--- src/hdl/assert_macros.svh ---
// Assertion macros shared by the line command parser RTL.
// Depends on nothing; defining NO_ASSERTIONS turns every use into nothing.
`ifndef ASSERT_MACROS_SVH
`define ASSERT_MACROS_SVH

`ifndef NO_ASSERTIONS

// Property must hold at every clock edge outside reset.
`define ASSERT_AT(lbl, clk, rst, prop) \
   lbl: assert property (@(posedge clk) disable iff (rst) (prop)) \
      else $error("assertion failed");

// Condition must never be true at a clock edge outside reset.
`define ASSERT_NEVER(lbl, clk, rst, cond) \
   lbl: assert property (@(posedge clk) disable iff (rst) !(cond)) \
      else $error("forbidden condition seen");

`else

`define ASSERT_AT(lbl, clk, rst, prop)
`define ASSERT_NEVER(lbl, clk, rst, cond)

`endif

`endif

--- src/hdl/lcp_pkg.sv ---
// Types and character constants of the line command parser.
// Used by every module of the block; depends on nothing.
package lcp_pkg;

   localparam logic [7:0] CH_NUL   = 8'h00;
   localparam logic [7:0] CH_TAB   = 8'h09;
   localparam logic [7:0] CH_NL    = 8'h0A;
   localparam logic [7:0] CH_VT    = 8'h0B;
   localparam logic [7:0] CH_FF    = 8'h0C;
   localparam logic [7:0] CH_CR    = 8'h0D;
   localparam logic [7:0] CH_SPACE = 8'h20;
   localparam logic [7:0] CH_PLUS  = 8'h2B;
   localparam logic [7:0] CH_MINUS = 8'h2D;
   localparam logic [7:0] CH_EQ    = 8'h3D;
   localparam logic [7:0] CH_0     = 8'h30;
   localparam logic [7:0] CH_1     = 8'h31;
   localparam logic [7:0] CH_7     = 8'h37;
   localparam logic [7:0] CH_9     = 8'h39;
   localparam logic [7:0] CH_UA    = 8'h41;
   localparam logic [7:0] CH_UF    = 8'h46;
   localparam logic [7:0] CH_UX    = 8'h58;
   localparam logic [7:0] CH_UZ    = 8'h5A;
   localparam logic [7:0] CH_LA    = 8'h61;
   localparam logic [7:0] CH_LF    = 8'h66;
   localparam logic [7:0] CH_LX    = 8'h78;
   localparam logic [7:0] CH_LZ    = 8'h7A;

   localparam logic [31:0] SAT_POS = 32'h7FFF_FFFF;
   localparam logic [31:0] SAT_NEG = 32'h8000_0000;

   typedef enum logic [3:0] {
      PH_LEAD,
      PH_LETTER,
      PH_NUM_WS,
      PH_SIGN,
      PH_ZERO,
      PH_X,
      PH_DIGITS,
      PH_TRAIL,
      PH_ERR_EARLY,
      PH_ERR_LATE
   } phase_type;

   typedef enum logic [1:0] {
      RADIX_DEC,
      RADIX_OCT,
      RADIX_HEX
   } radix_type;

   typedef struct packed {
      logic        digit_ok;
      logic [31:0] mag;
      logic        ovf;
   } acc_res_type;

   typedef struct packed {
      logic        syntax_ok;
      logic        is_set;
      logic [7:0]  var_letter;
      logic [31:0] value;
   } result_type;

endpackage

--- src/hdl/line_command_parser.sv ---
// Top level of the line command parser: input register, parser, result register.
// Depends on lcp_pkg, lcp_parser and assert_macros.svh.
//
//   chan | dir | handshake            | payload
//   req  | in  | req_valid, req_stall | req_rx_byte
//   rsp  | out | rsp_valid, rsp_stall | rsp_syntax_ok, rsp_is_set, rsp_var_letter, rsp_value
//
// One word is taken per cycle while req is not stalled; a byte is parsed when it
// advances out of the input register. A newline's result and rsp_valid are
// registered at the edge that parses it. Only a newline waits for the
// result register: while a result is stalled, bytes keep flowing until the next
// newline reaches the input register, which then stalls req. Reset is synchronous
// and brings the parser to the start of an empty line with cleared held values.
`include "assert_macros.svh"

module line_command_parser
   import lcp_pkg::*;
#(
   parameter int LINE_LENGTH = 32
)
(
   input  logic              clock,
   input  logic              reset,
   input  logic              req_valid,
   output logic              req_stall,
   input  logic [7:0]        req_rx_byte,
   output logic              rsp_valid,
   input  logic              rsp_stall,
   output logic              rsp_syntax_ok,
   output logic              rsp_is_set,
   output logic [7:0]        rsp_var_letter,
   output logic signed [31:0] rsp_value
);

   logic       in_valid_ff, in_valid_in;
   logic [7:0] in_byte_ff;
   logic       rsp_valid_ff, rsp_valid_in;
   result_type rsp_ff;
   result_type line_res;
   logic       take_in;
   logic       advance;
   logic       emit;

   assign advance   = in_valid_ff && (in_byte_ff != CH_NL || !rsp_valid_ff || !rsp_stall);
   assign emit      = advance && in_byte_ff == CH_NL;
   assign req_stall = in_valid_ff && !advance;
   assign take_in   = req_valid && !req_stall;

   always_comb begin
      in_valid_in = take_in || (in_valid_ff && !advance);
      if (emit) begin
         rsp_valid_in = 1'b1;
      end else if (!rsp_stall) begin
         rsp_valid_in = 1'b0;
      end else begin
         rsp_valid_in = rsp_valid_ff;
      end
   end

   lcp_parser #(
      .LINE_LENGTH (LINE_LENGTH)
   ) u_parser (
      .clock (clock),
      .reset (reset),
      .step  (advance),
      .ch    (in_byte_ff),
      .res   (line_res)
   );

   always_ff @(posedge clock) begin
      if (reset) begin
         in_valid_ff  <= 1'b0;
         rsp_valid_ff <= 1'b0;
      end else begin
         in_valid_ff  <= in_valid_in;
         rsp_valid_ff <= rsp_valid_in;
      end
   end

   always_ff @(posedge clock) begin
      if (take_in) in_byte_ff <= req_rx_byte;
      if (emit) rsp_ff <= line_res;
   end

   assign rsp_valid      = rsp_valid_ff;
   assign rsp_syntax_ok  = rsp_ff.syntax_ok;
   assign rsp_is_set     = rsp_ff.is_set;
   assign rsp_var_letter = rsp_ff.var_letter;
   assign rsp_value      = rsp_ff.value;

   `ASSERT_AT(a_rsp_from_newline, clock, reset, $rose(rsp_valid_ff) |-> $past(emit))
   `ASSERT_AT(a_held_byte_kept, clock, reset, req_stall |=> in_valid_ff && $stable(in_byte_ff))
   `ASSERT_NEVER(a_no_result_overwrite, clock, reset, emit && rsp_valid_ff && rsp_stall)

endmodule

--- src/hdl/lcp_num_acc.sv ---
// Digit decoder and magnitude accumulator with unsigned 32-bit saturation.
// Depends on lcp_pkg.
module lcp_num_acc
   import lcp_pkg::*;
(
   input  logic [7:0]  ch,
   input  radix_type   radix,
   input  logic [31:0] mag,
   input  logic        ovf,
   output acc_res_type res
);

   logic        dig_valid;
   logic [4:0]  dig;
   logic        in_base;
   logic [35:0] prod;
   logic [35:0] sum;

   always_comb begin
      dig_valid = 1'b1;
      dig       = '0;
      if (ch >= CH_0 && ch <= CH_9) begin
         dig = 5'(ch - CH_0);
      end else if (ch >= CH_LA && ch <= CH_LF) begin
         dig = 5'(ch - CH_LA) + 5'd10;
      end else if (ch >= CH_UA && ch <= CH_UF) begin
         dig = 5'(ch - CH_UA) + 5'd10;
      end else begin
         dig_valid = 1'b0;
      end
   end

   // Multiplying by the base is a shift or a sum of two shifts.
   always_comb begin
      unique case (radix)
         RADIX_HEX: begin
            in_base = 1'b1;
            prod    = {mag, 4'b0000};
         end
         RADIX_OCT: begin
            in_base = (dig < 5'd8);
            prod    = {1'b0, mag, 3'b000};
         end
         default: begin
            in_base = (dig < 5'd10);
            prod    = {1'b0, mag, 3'b000} + {3'b000, mag, 1'b0};
         end
      endcase
   end

   assign sum = prod + {31'd0, dig};

   always_comb begin
      res.digit_ok = dig_valid && in_base;
      if (sum[35:32] != 4'd0) begin
         res.mag = '1;
         res.ovf = 1'b1;
      end else begin
         res.mag = sum[31:0];
         res.ovf = ovf;
      end
   end

endmodule

--- src/hdl/lcp_parser.sv ---
// Line parser: phase state machine, number state and the held command.
// Depends on lcp_pkg and lcp_num_acc.
module lcp_parser
   import lcp_pkg::*;
#(
   parameter int LINE_LENGTH = 32
)
(
   input  logic       clock,
   input  logic       reset,
   input  logic       step,
   input  logic [7:0] ch,
   output result_type res
);

   localparam int CountWidth = $clog2(LINE_LENGTH + 1);

   typedef struct packed {
      logic      load_letter;
      logic      mark_set;
      logic      mark_blank;
      logic      load_sign;
      logic      take;
      logic      load_radix;
      radix_type radix;
   } act_type;

   logic [CountWidth-1:0] count_ff, count_in;
   phase_type             phase_ff, phase_in, phase_nxt;
   logic                  ended_ff, ended_in;
   logic                  neg_ff, neg_in;
   radix_type             radix_ff, radix_in, radix_eff;
   logic [31:0]           mag_ff, mag_in;
   logic                  ovf_ff, ovf_in;
   logic                  blank_ff, blank_in;
   logic [7:0]            letter_ff, letter_in;
   logic [31:0]           value_ff, value_in;
   logic                  set_ff, set_in;
   logic                  ok_ff, ok_in;

   act_type     act;
   acc_res_type acc;
   logic        is_letter;
   logic        is_blank;
   logic        is_space;
   logic        is_nz_dec;
   logic        is_oct;
   logic [31:0] conv;
   logic        line_ok;

   assign is_space  = (ch == CH_SPACE);
   assign is_letter = (ch >= CH_LA && ch <= CH_LZ) || (ch >= CH_UA && ch <= CH_UZ);
   assign is_blank  = is_space || ch == CH_TAB || ch == CH_VT || ch == CH_FF || ch == CH_CR;
   assign is_nz_dec = (ch >= CH_1 && ch <= CH_9);
   assign is_oct    = (ch >= CH_0 && ch <= CH_7);

   // A zero that is followed by an x switches to hex; by an octal digit, to octal.
   always_comb begin
      case (phase_ff)
         PH_X:    radix_eff = RADIX_HEX;
         PH_ZERO: radix_eff = RADIX_OCT;
         default: radix_eff = radix_ff;
      endcase
   end

   lcp_num_acc u_acc (
      .ch    (ch),
      .radix (radix_eff),
      .mag   (mag_ff),
      .ovf   (ovf_ff),
      .res   (acc)
   );

   // Next phase for one content byte.
   always_comb begin
      phase_nxt = phase_ff;
      unique case (phase_ff) inside
         PH_LEAD: begin
            if (!is_space) phase_nxt = is_letter ? PH_LETTER : PH_ERR_EARLY;
         end
         PH_LETTER: begin
            if (!is_space) phase_nxt = (ch == CH_EQ) ? PH_NUM_WS : PH_ERR_LATE;
         end
         PH_NUM_WS: begin
            if (is_blank) phase_nxt = PH_NUM_WS;
            else if (ch == CH_PLUS || ch == CH_MINUS) phase_nxt = PH_SIGN;
            else if (ch == CH_0) phase_nxt = PH_ZERO;
            else if (is_nz_dec) phase_nxt = PH_DIGITS;
            else phase_nxt = PH_ERR_LATE;
         end
         PH_SIGN: begin
            if (ch == CH_0) phase_nxt = PH_ZERO;
            else if (is_nz_dec) phase_nxt = PH_DIGITS;
            else phase_nxt = PH_ERR_LATE;
         end
         PH_ZERO: begin
            if (ch == CH_LX || ch == CH_UX) phase_nxt = PH_X;
            else if (is_oct) phase_nxt = PH_DIGITS;
            else if (is_space) phase_nxt = PH_TRAIL;
            else phase_nxt = PH_ERR_LATE;
         end
         PH_X: begin
            phase_nxt = acc.digit_ok ? PH_DIGITS : PH_ERR_LATE;
         end
         PH_DIGITS: begin
            if (is_space) phase_nxt = PH_TRAIL;
            else if (!acc.digit_ok) phase_nxt = PH_ERR_LATE;
         end
         PH_TRAIL: begin
            if (!is_space) phase_nxt = PH_ERR_LATE;
         end
         PH_ERR_EARLY,
         PH_ERR_LATE: phase_nxt = phase_ff;
         default: phase_nxt = PH_ERR_LATE;
      endcase
   end

   // Side effects of one content byte on the number and the held command.
   always_comb begin
      act = '0;
      act.radix = RADIX_DEC;
      unique case (phase_ff)
         PH_LEAD: begin
            act.load_letter = !is_space && is_letter;
         end
         PH_LETTER: begin
            act.mark_set = (ch == CH_EQ);
         end
         PH_NUM_WS: begin
            act.mark_blank = is_blank && !is_space;
            act.load_sign  = !is_blank && (ch == CH_PLUS || ch == CH_MINUS);
            act.take       = is_nz_dec;
         end
         PH_SIGN: begin
            act.take = is_nz_dec;
         end
         PH_ZERO: begin
            act.take       = is_oct;
            act.load_radix = is_oct;
            act.radix      = RADIX_OCT;
         end
         PH_X: begin
            act.take       = 1'b1;
            act.load_radix = 1'b1;
            act.radix      = RADIX_HEX;
         end
         PH_DIGITS: begin
            act.take = !is_space;
         end
         default: ;
      endcase
   end

   // Signed saturation of the accumulated magnitude.
   always_comb begin
      if (neg_ff) begin
         conv = (ovf_ff || mag_ff[31]) ? SAT_NEG : (32'd0 - mag_ff);
      end else begin
         conv = (ovf_ff || mag_ff[31]) ? SAT_POS : mag_ff;
      end
   end

   always_comb begin
      case (phase_ff) inside
         PH_LETTER, PH_ZERO, PH_DIGITS, PH_TRAIL: line_ok = 1'b1;
         PH_NUM_WS: line_ok = !blank_ff;
         default:   line_ok = 1'b0;
      endcase
   end

   always_comb begin
      count_in  = count_ff;
      phase_in  = phase_ff;
      ended_in  = ended_ff;
      neg_in    = neg_ff;
      radix_in  = radix_ff;
      mag_in    = mag_ff;
      ovf_in    = ovf_ff;
      blank_in  = blank_ff;
      letter_in = letter_ff;
      value_in  = value_ff;
      set_in    = set_ff;
      ok_in     = ok_ff;
      if (step) begin
         if (ch == CH_NL) begin
            // An empty line keeps the previous result and repeats it.
            if (count_ff != '0) begin
               if (phase_ff != PH_LEAD && phase_ff != PH_ERR_EARLY && set_ff) begin
                  value_in = conv;
               end
               ok_in = line_ok;
            end
            count_in = '0;
            phase_in = PH_LEAD;
            ended_in = 1'b0;
            neg_in   = 1'b0;
            radix_in = RADIX_DEC;
            mag_in   = '0;
            ovf_in   = 1'b0;
            blank_in = 1'b0;
         end else if (count_ff < CountWidth'(LINE_LENGTH)) begin
            count_in = count_ff + CountWidth'(1);
            if (!ended_ff) begin
               if (ch == CH_NUL) begin
                  ended_in = 1'b1;
               end else begin
                  phase_in = phase_nxt;
                  if (act.load_letter) begin
                     letter_in = ch;
                     set_in    = 1'b0;
                  end
                  if (act.mark_set) set_in = 1'b1;
                  if (act.mark_blank) blank_in = 1'b1;
                  if (act.load_sign) neg_in = (ch == CH_MINUS);
                  if (act.load_radix) radix_in = act.radix;
                  if (act.take && acc.digit_ok) begin
                     mag_in = acc.mag;
                     ovf_in = acc.ovf;
                  end
               end
            end
         end
      end
   end

   always_ff @(posedge clock) begin
      if (reset) begin
         count_ff  <= '0;
         phase_ff  <= PH_LEAD;
         ended_ff  <= 1'b0;
         neg_ff    <= 1'b0;
         radix_ff  <= RADIX_DEC;
         mag_ff    <= '0;
         ovf_ff    <= 1'b0;
         blank_ff  <= 1'b0;
         letter_ff <= '0;
         value_ff  <= '0;
         set_ff    <= 1'b0;
         ok_ff     <= 1'b0;
      end else begin
         count_ff  <= count_in;
         phase_ff  <= phase_in;
         ended_ff  <= ended_in;
         neg_ff    <= neg_in;
         radix_ff  <= radix_in;
         mag_ff    <= mag_in;
         ovf_ff    <= ovf_in;
         blank_ff  <= blank_in;
         letter_ff <= letter_in;
         value_ff  <= value_in;
         set_ff    <= set_in;
         ok_ff     <= ok_in;
      end
   end

   // The result of a newline carries the values as updated by that newline.
   assign res.syntax_ok  = ok_in;
   assign res.is_set     = set_ff;
   assign res.var_letter = letter_ff;
   assign res.value      = value_in;

endmodule
--- config.mk ---
export PLATFORM = sky130hd
export DESIGN_NAME = line_command_parser
export DESIGN_NICKNAME = d
export VERILOG_FILES = /design/src/hdl/lcp_pkg.sv /design/src/hdl/line_command_parser.sv /design/src/hdl/lcp_num_acc.sv /design/src/hdl/lcp_parser.sv
export VERILOG_INCLUDE_DIRS = /design/src /design/src/hdl
export SDC_FILE = /design/constraint.sdc
export NUM_CORES = 1
export LEC_CHECK = 0
export ABC_AREA = 1
export ABC_CLOCK_PERIOD_IN_PS = 4600
export BUFFER_PORTS_ARGS = -buffer_cell sky130_fd_sc_hd__buf_2
export CORE_ASPECT_RATIO = 0.5
export CORE_MARGIN = 10
export CORE_UTILIZATION = 30
export CTS_CLUSTER_DIAMETER = 120
export DETAILED_ROUTE_END_ITERATION = 8
export GPL_TIMING_DRIVEN = 0
export PLACE_DENSITY_LB_ADDON = 0.25
export SLEW_MARGIN = 40
export SYNTH_ARGS = -nofsm -noshare
export SYNTH_HDL_FRONTEND = slang
export SYNTH_HIERARCHICAL = 1
export SYNTH_SLANG_ARGS = --single-unit
--- constraint.sdc ---
create_clock -name clock -period 4.6 [get_ports clock]
set_input_delay 0.69 -clock clock [delete_from_list [all_inputs] [get_ports clock]]
set_output_delay 0.69 -clock clock [all_outputs]
set_load 0.02 [all_outputs]
# Word-level counts from Yosys, hierarchy flattened
# Cells that the tools add are included.
# op_classes
n_addsub	9
n_lt_le_gt_ge	13
mux	82
eq_ne	33
reduce_logical	60
bitwise_logic	3
# op_table
op	count
$mux 32	12
$mux 4	19
$pmux 36 s2	1
$eq 8x4->1 const B	5
$eq 8x6->1 const B	5
$add 35x33->36	1
$add 36x5->36	1
$pmux 4 s9	1
$mux 1	33
$mux 33	1
$le 8x7->1 const B	4
$sub 1x32->32 const A	1
$reduce_and 5->1	4
$logic_and 1x1->1	18
$reduce_and 6->1	3
$eq 4x3->1 const B	4
$eq 8x7->1 const B	2
$ge 8x6->1 const B	2
$ge 8x7->1 const B	2
$le 8x6->1 const B	2
$mux 5	3
$reduce_bool 2->1	7
$mux 2	6
$mux 6	2
31 further kinds	61
# totals
output_inout_bits	44
inputBits	12
elab_cells	219
regBits	142

# Longest topological paths before layout
# depth
depth_word	15
depth_mapped	38
mapped_depth_nobuf	33

# Cells and area by module
# Netlist, hierarchy kept.
# modules_own_cells
mod	instances	seq_area_each_um2	cells_each	area_each_um2
lcp_parser	1	1801.7	950	5645.4
lcp_num_acc	1	0.0	957	4885.9
line_command_parser	1	1541.5	74	1650.3

# Worst setup path after synthesis
# OpenSTA, ideal clock, no wires.
# synth_path
path_type	register to register
from	reg u_parser.phase_ff[2]
to	reg u_parser.mag_ff[9]
path_stages_with_launch	37
synth_period_minus_slack_ps	4376
required_ps	4487
setup_slack_ps	224
arrival_time_ps	4263
path_buffers	5
setup_ps	113
cell_sequence	dfxtp_1 inv_1 nor2_4 nand2_1 nand2_1 inv_1 ha_1 buf_6 buf_2 buf_2 buf_1 nand2_1 inv_1 ha_1 fa_1 nand2_1 nand2_1 a21oi_1 nor2_1 nand3_2 nor2_4 nand2_2 nor2_4 nand2_2 nor2_4 nand2_4 nor2_4 nand2_1 nand2_1 nand2_2 nor2_8 buf_8 nand3_2 nand2_1 nand2_1 nand2_1 nor2_1
# synth_lines
item	line_no	source
from (decl)	lcp_parser.sv:29	phase_type phase_ff, phase_in, phase_nxt;
from (signal assigned)	lcp_parser.sv:242	phase_ff <= phase_in;
to (signal assigned)	lcp_parser.sv:246	mag_ff <= mag_in;
to (decl)	lcp_parser.sv:33	logic [31:0] mag_ff, mag_in;

==> metrics.txt <==
outcome finished, final reports clean; aggregate global-route resource usage 14.9%; source-to-sink clock delay at the later pin of the worst-skew pair 0.44 ns; Sinks on Clock Net 142; total iterations of the first detailed-routing run 6; largest net degree at the start of global routing 38; DRC violation count after routing 0; total negative slack 0 ns; synthesized cell area 12200 um2; Core Util, Final 35.4%; proportion of register bits with asynchronous set or reset after synthesis 0%; count of filler cells inserted in the layout 4409; TritonCTS clock tree yes; mean post-synth cell area 6.15 um2; FMAX 229 MHz; cell seen most often among critical-path stages sky130_fd_sc_hd__nand2_1; dpl hpwl 30000 um; family with the most delay on the worst path simple AND/OR/NAND/NOR gates; CP startpoint kind register; starting DRC count in detailed routing 1055; count of unique library cells instantiated by Yosys 54; maximum buffer depth of the clock tree 2; CTS Hold Bufs 0; Placement Cell Area 13200 um2; post-route design area 14300 um2; most frequently used flop master after synthesis sky130_fd_sc_hd__dfxtp_1; Critical Path Fanout Max 8; tightest slew margin relative to the limit 54.1%; routed length per placed instance 14.3 um; leading cell type in the layout, fill and taps excluded sky130_fd_sc_hd__nand2_1; count of state elements after synthesis 142; fin crit share 95.1%; number of enable-type register cells in the synthesized netlist 50; Levels on crit path 35; Starting Density 30.2%; number of antenna violations at the first check in global routing 0; max-slew violation count 0; WL final 37800 um; post-synthesis sequential area ratio 27.4%; largest stage delay on the critical path 0.37 ns; time the final worst path needs with I/O delays and setup 4.38 ns; actual slew at the worst max-slew pin 0.688 ns; Die Ht 162 um; proportion of layout cells with a drive suffix above 1 15.0%; clock slew at reported path FFs 0.06 ns; Max Clock Skew 0.0104 ns; remaining global-route overflow 0; final hold vios 0; routability congestion estimate from global placement 0.933; CTS H-Tree Depth 4; number of standard-cell rows in the floorplan 52; worst hold path cell count 1; die width 305 um; Synth-to-Final Area Change 17.0%; Via-to-Cell Ratio 4.77; type of the tightest min-delay check input pin to register; library cell used as clock root buffer sky130_fd_sc_hd__clkbuf_16; port buffer count 55; vias in the first global route 11600; DR vias 12600; net count reported at finish 2151; power per cell area 196 nW/um2; Syn Nets 2037; yosys warns 6; Required @ worst endpoint 4.93 ns; TritonCTS Buffers 17; antenna viol nets, final 0; class of the most critical setup path register to register; cells after synthesis 1981; placeable core region 40300 um2; number of buffers and inverters on the critical path 6; max-capacitance violation count 0; leakage 7.15 nW; Design Power 2.79 mW; Antenna Cells 0; number of top-level pins 56; maximum vdd drop 0.289 mV; Critical Path AT 4.71 ns; Worst Hold Margin 0.421 ns; wire length of the first global-routing pass 60700 um; floorplan die area 49600 um2; number of endpoints failing setup at the final stage 0; Worst Reg2Reg Path Length in Cells 35; commonest non-fill, non-tap cells in the layout 632 x sky130_fd_sc_hd__nand2_1, 271 x sky130_fd_sc_hd__inv_1, 264 x sky130_fd_sc_hd__nor2_1, 173 x sky130_fd_sc_hd__nand3_1, 90 x sky130_fd_sc_hd__dfxtp_1; crit path max-delay cell type sky130_fd_sc_hd__dfxtp_4; element type at the critical path end register
-- flip-flops by register name, summed over array words and instances (netlist names) --
name                cells
rsp_value              32
u_parser/mag_ff        32
u_parser/value_ff      32
in_byte_ff              8
rsp_var_letter          8
u_parser/letter_ff      8
u_parser/count_ff       6
u_parser/phase_ff       4
u_parser/radix_ff       2
in_valid_ff             1
rsp_is_set              1
rsp_syntax_ok           1
rsp_valid               1
u_parser/blank_ff       1
u_parser/ended_ff       1
u_parser/neg_ff         1
u_parser/ok_ff          1
u_parser/ovf_ff         1
u_parser/set_ff         1
-- what timing repair did --
| item | CTS | global route |
|---|---|---|
| gates resized for setup | 16 | 51 |
| gates cloned | 0 | 4 |
| setup endpoints to repair | 33 | 33 |
| setup buffers | 2 | 35 |
| pin swaps | 5 | 29 |
-- synthesized netlist by cell type, types with 3 or more instances --
| master | n | area, um2 |
|---|---|---|
| sky130_fd_sc_hd__nand4_1 | 31 | 194 |
| sky130_fd_sc_hd__a221o_1 | 11 | 110 |
| sky130_fd_sc_hd__buf_4 | 8 | 60.1 |
| sky130_fd_sc_hd__o22ai_1 | 11 | 68.8 |
| sky130_fd_sc_hd__clkbuf_1 | 20 | 75.1 |
| sky130_fd_sc_hd__nand2_2 | 21 | 131 |
| sky130_fd_sc_hd__xor2_1 | 22 | 193 |
| sky130_fd_sc_hd__nand3_2 | 17 | 170 |
| sky130_fd_sc_hd__inv_2 | 11 | 41.3 |
| sky130_fd_sc_hd__dfxtp_1 | 92 | 1840 |
| sky130_fd_sc_hd__buf_2 | 12 | 60.1 |
| sky130_fd_sc_hd__xnor2_1 | 18 | 158 |
| sky130_fd_sc_hd__nor3_1 | 14 | 70.1 |
| sky130_fd_sc_hd__edfxtp_1 | 50 | 1500 |
| sky130_fd_sc_hd__o21ai_1 | 5 | 25.0 |
| sky130_fd_sc_hd__or2_2 | 27 | 169 |
| sky130_fd_sc_hd__buf_6 | 15 | 169 |
| sky130_fd_sc_hd__nor2_4 | 12 | 135 |
| sky130_fd_sc_hd__nand2_4 | 4 | 45.0 |
| sky130_fd_sc_hd__o221ai_1 | 10 | 87.6 |
| sky130_fd_sc_hd__ha_1 | 42 | 526 |
| sky130_fd_sc_hd__buf_1 | 3 | 11.3 |
| sky130_fd_sc_hd__inv_1 | 275 | 1030 |
| sky130_fd_sc_hd__nand3_1 | 177 | 886 |
| sky130_fd_sc_hd__nand3b_1 | 7 | 52.6 |
| sky130_fd_sc_hd__nand2_1 | 644 | 2420 |
| sky130_fd_sc_hd__nor2_2 | 12 | 75.1 |
| sky130_fd_sc_hd__a21oi_1 | 59 | 295 |
| sky130_fd_sc_hd__o21ai_0 | 45 | 225 |
| sky130_fd_sc_hd__and2_1 | 5 | 31.3 |
| sky130_fd_sc_hd__nor2_1 | 268 | 1010 |
-- path summary, 6_finish.rpt --
kind | to | slack [ns] | start
worst max-delay path | u_parser/mag_ff[31] | 0.22 | u_parser/phase_ff[2]
worst min register to register | rsp_var_letter[0] | 0.43 | u_parser/letter_ff[0]
worst max register to register | u_parser/mag_ff[31] | 0.22 | u_parser/phase_ff[2]
worst min-delay path | in_byte_ff[3] | 0.42 | req_rx_byte[3]
-- power breakdown --
part           internal, mW  switching, mW
Sequential             1.30         0.0160
Combinational        0.0502         0.0955
Clock                 0.720          0.606
Total                  2.07          0.718
-- worst register-to-register path: cells and delay by family, from the launching register on --
family                     cells  cell delay [ns]
AOI/OAI and AO/OA              2             0.13
adders and majority gates      2             0.56
buffers and inverters          6             0.65
DFF                            1             0.37
and+or+nand+nor               25             2.57
-- per-stage QoR --
| step | setup WS (ns) | std cells |
|---|---|---|
| 2_1_floorplan | 0.224 | 1981 |
| 3_3_place_gp | -0.936 | 2576 |
| 3_5_place_dp | -0.976 | 2577 |
| 4_1_cts | 0.0398 | 2609 |
| 5_1_grt | -0.0315 | 2648 |
| 6_report | 0.224 | 2648 |
-- logic make-up (layout without fill, tap and decap cells) --
group | after synthesis | after routing | share of synthesized area, %
AOI/OAI and AO/OA | 155 | 155 | 7.60
xor gates and xnor gates | 40 | 40 | 2.88
adders and majority gates | 44 | 44 | 4.64
buffers and inverters | 351 | 477 | 12.4
DFF | 142 | 142 | 27.4
and+or+nand+nor | 1249 | 1250 | 45.1
-- cell type report --
class | instances | area [um2] | area share [%]
Clock inverter | 14 | 120 | 0.843
Tap cell | 540 | 676 | 4.74
Clock buffer | 18 | 439 | 3.08
Inverter | 291 | 1110 | 7.79
Buffer | 58 | 434 | 3.05
Timing Repair Buffer | 96 | 621 | 4.35
Multi-Input combinational cell | 1489 | 7500 | 52.7
Sequential cell | 142 | 3350 | 23.5
-- per-layer routing --
metal / GRT usage (%) / vias up / share of wire [%]
met3: 2.93 / 38 / 5.8
met5: 0 / - / 0
li1: - / 6495 / -
met4: 3.84 / 0 / 1.6
met1: 20.9 / 5766 / 51
met2: 23.1 / 344 / 42
(Power assumes the default switching activity.)
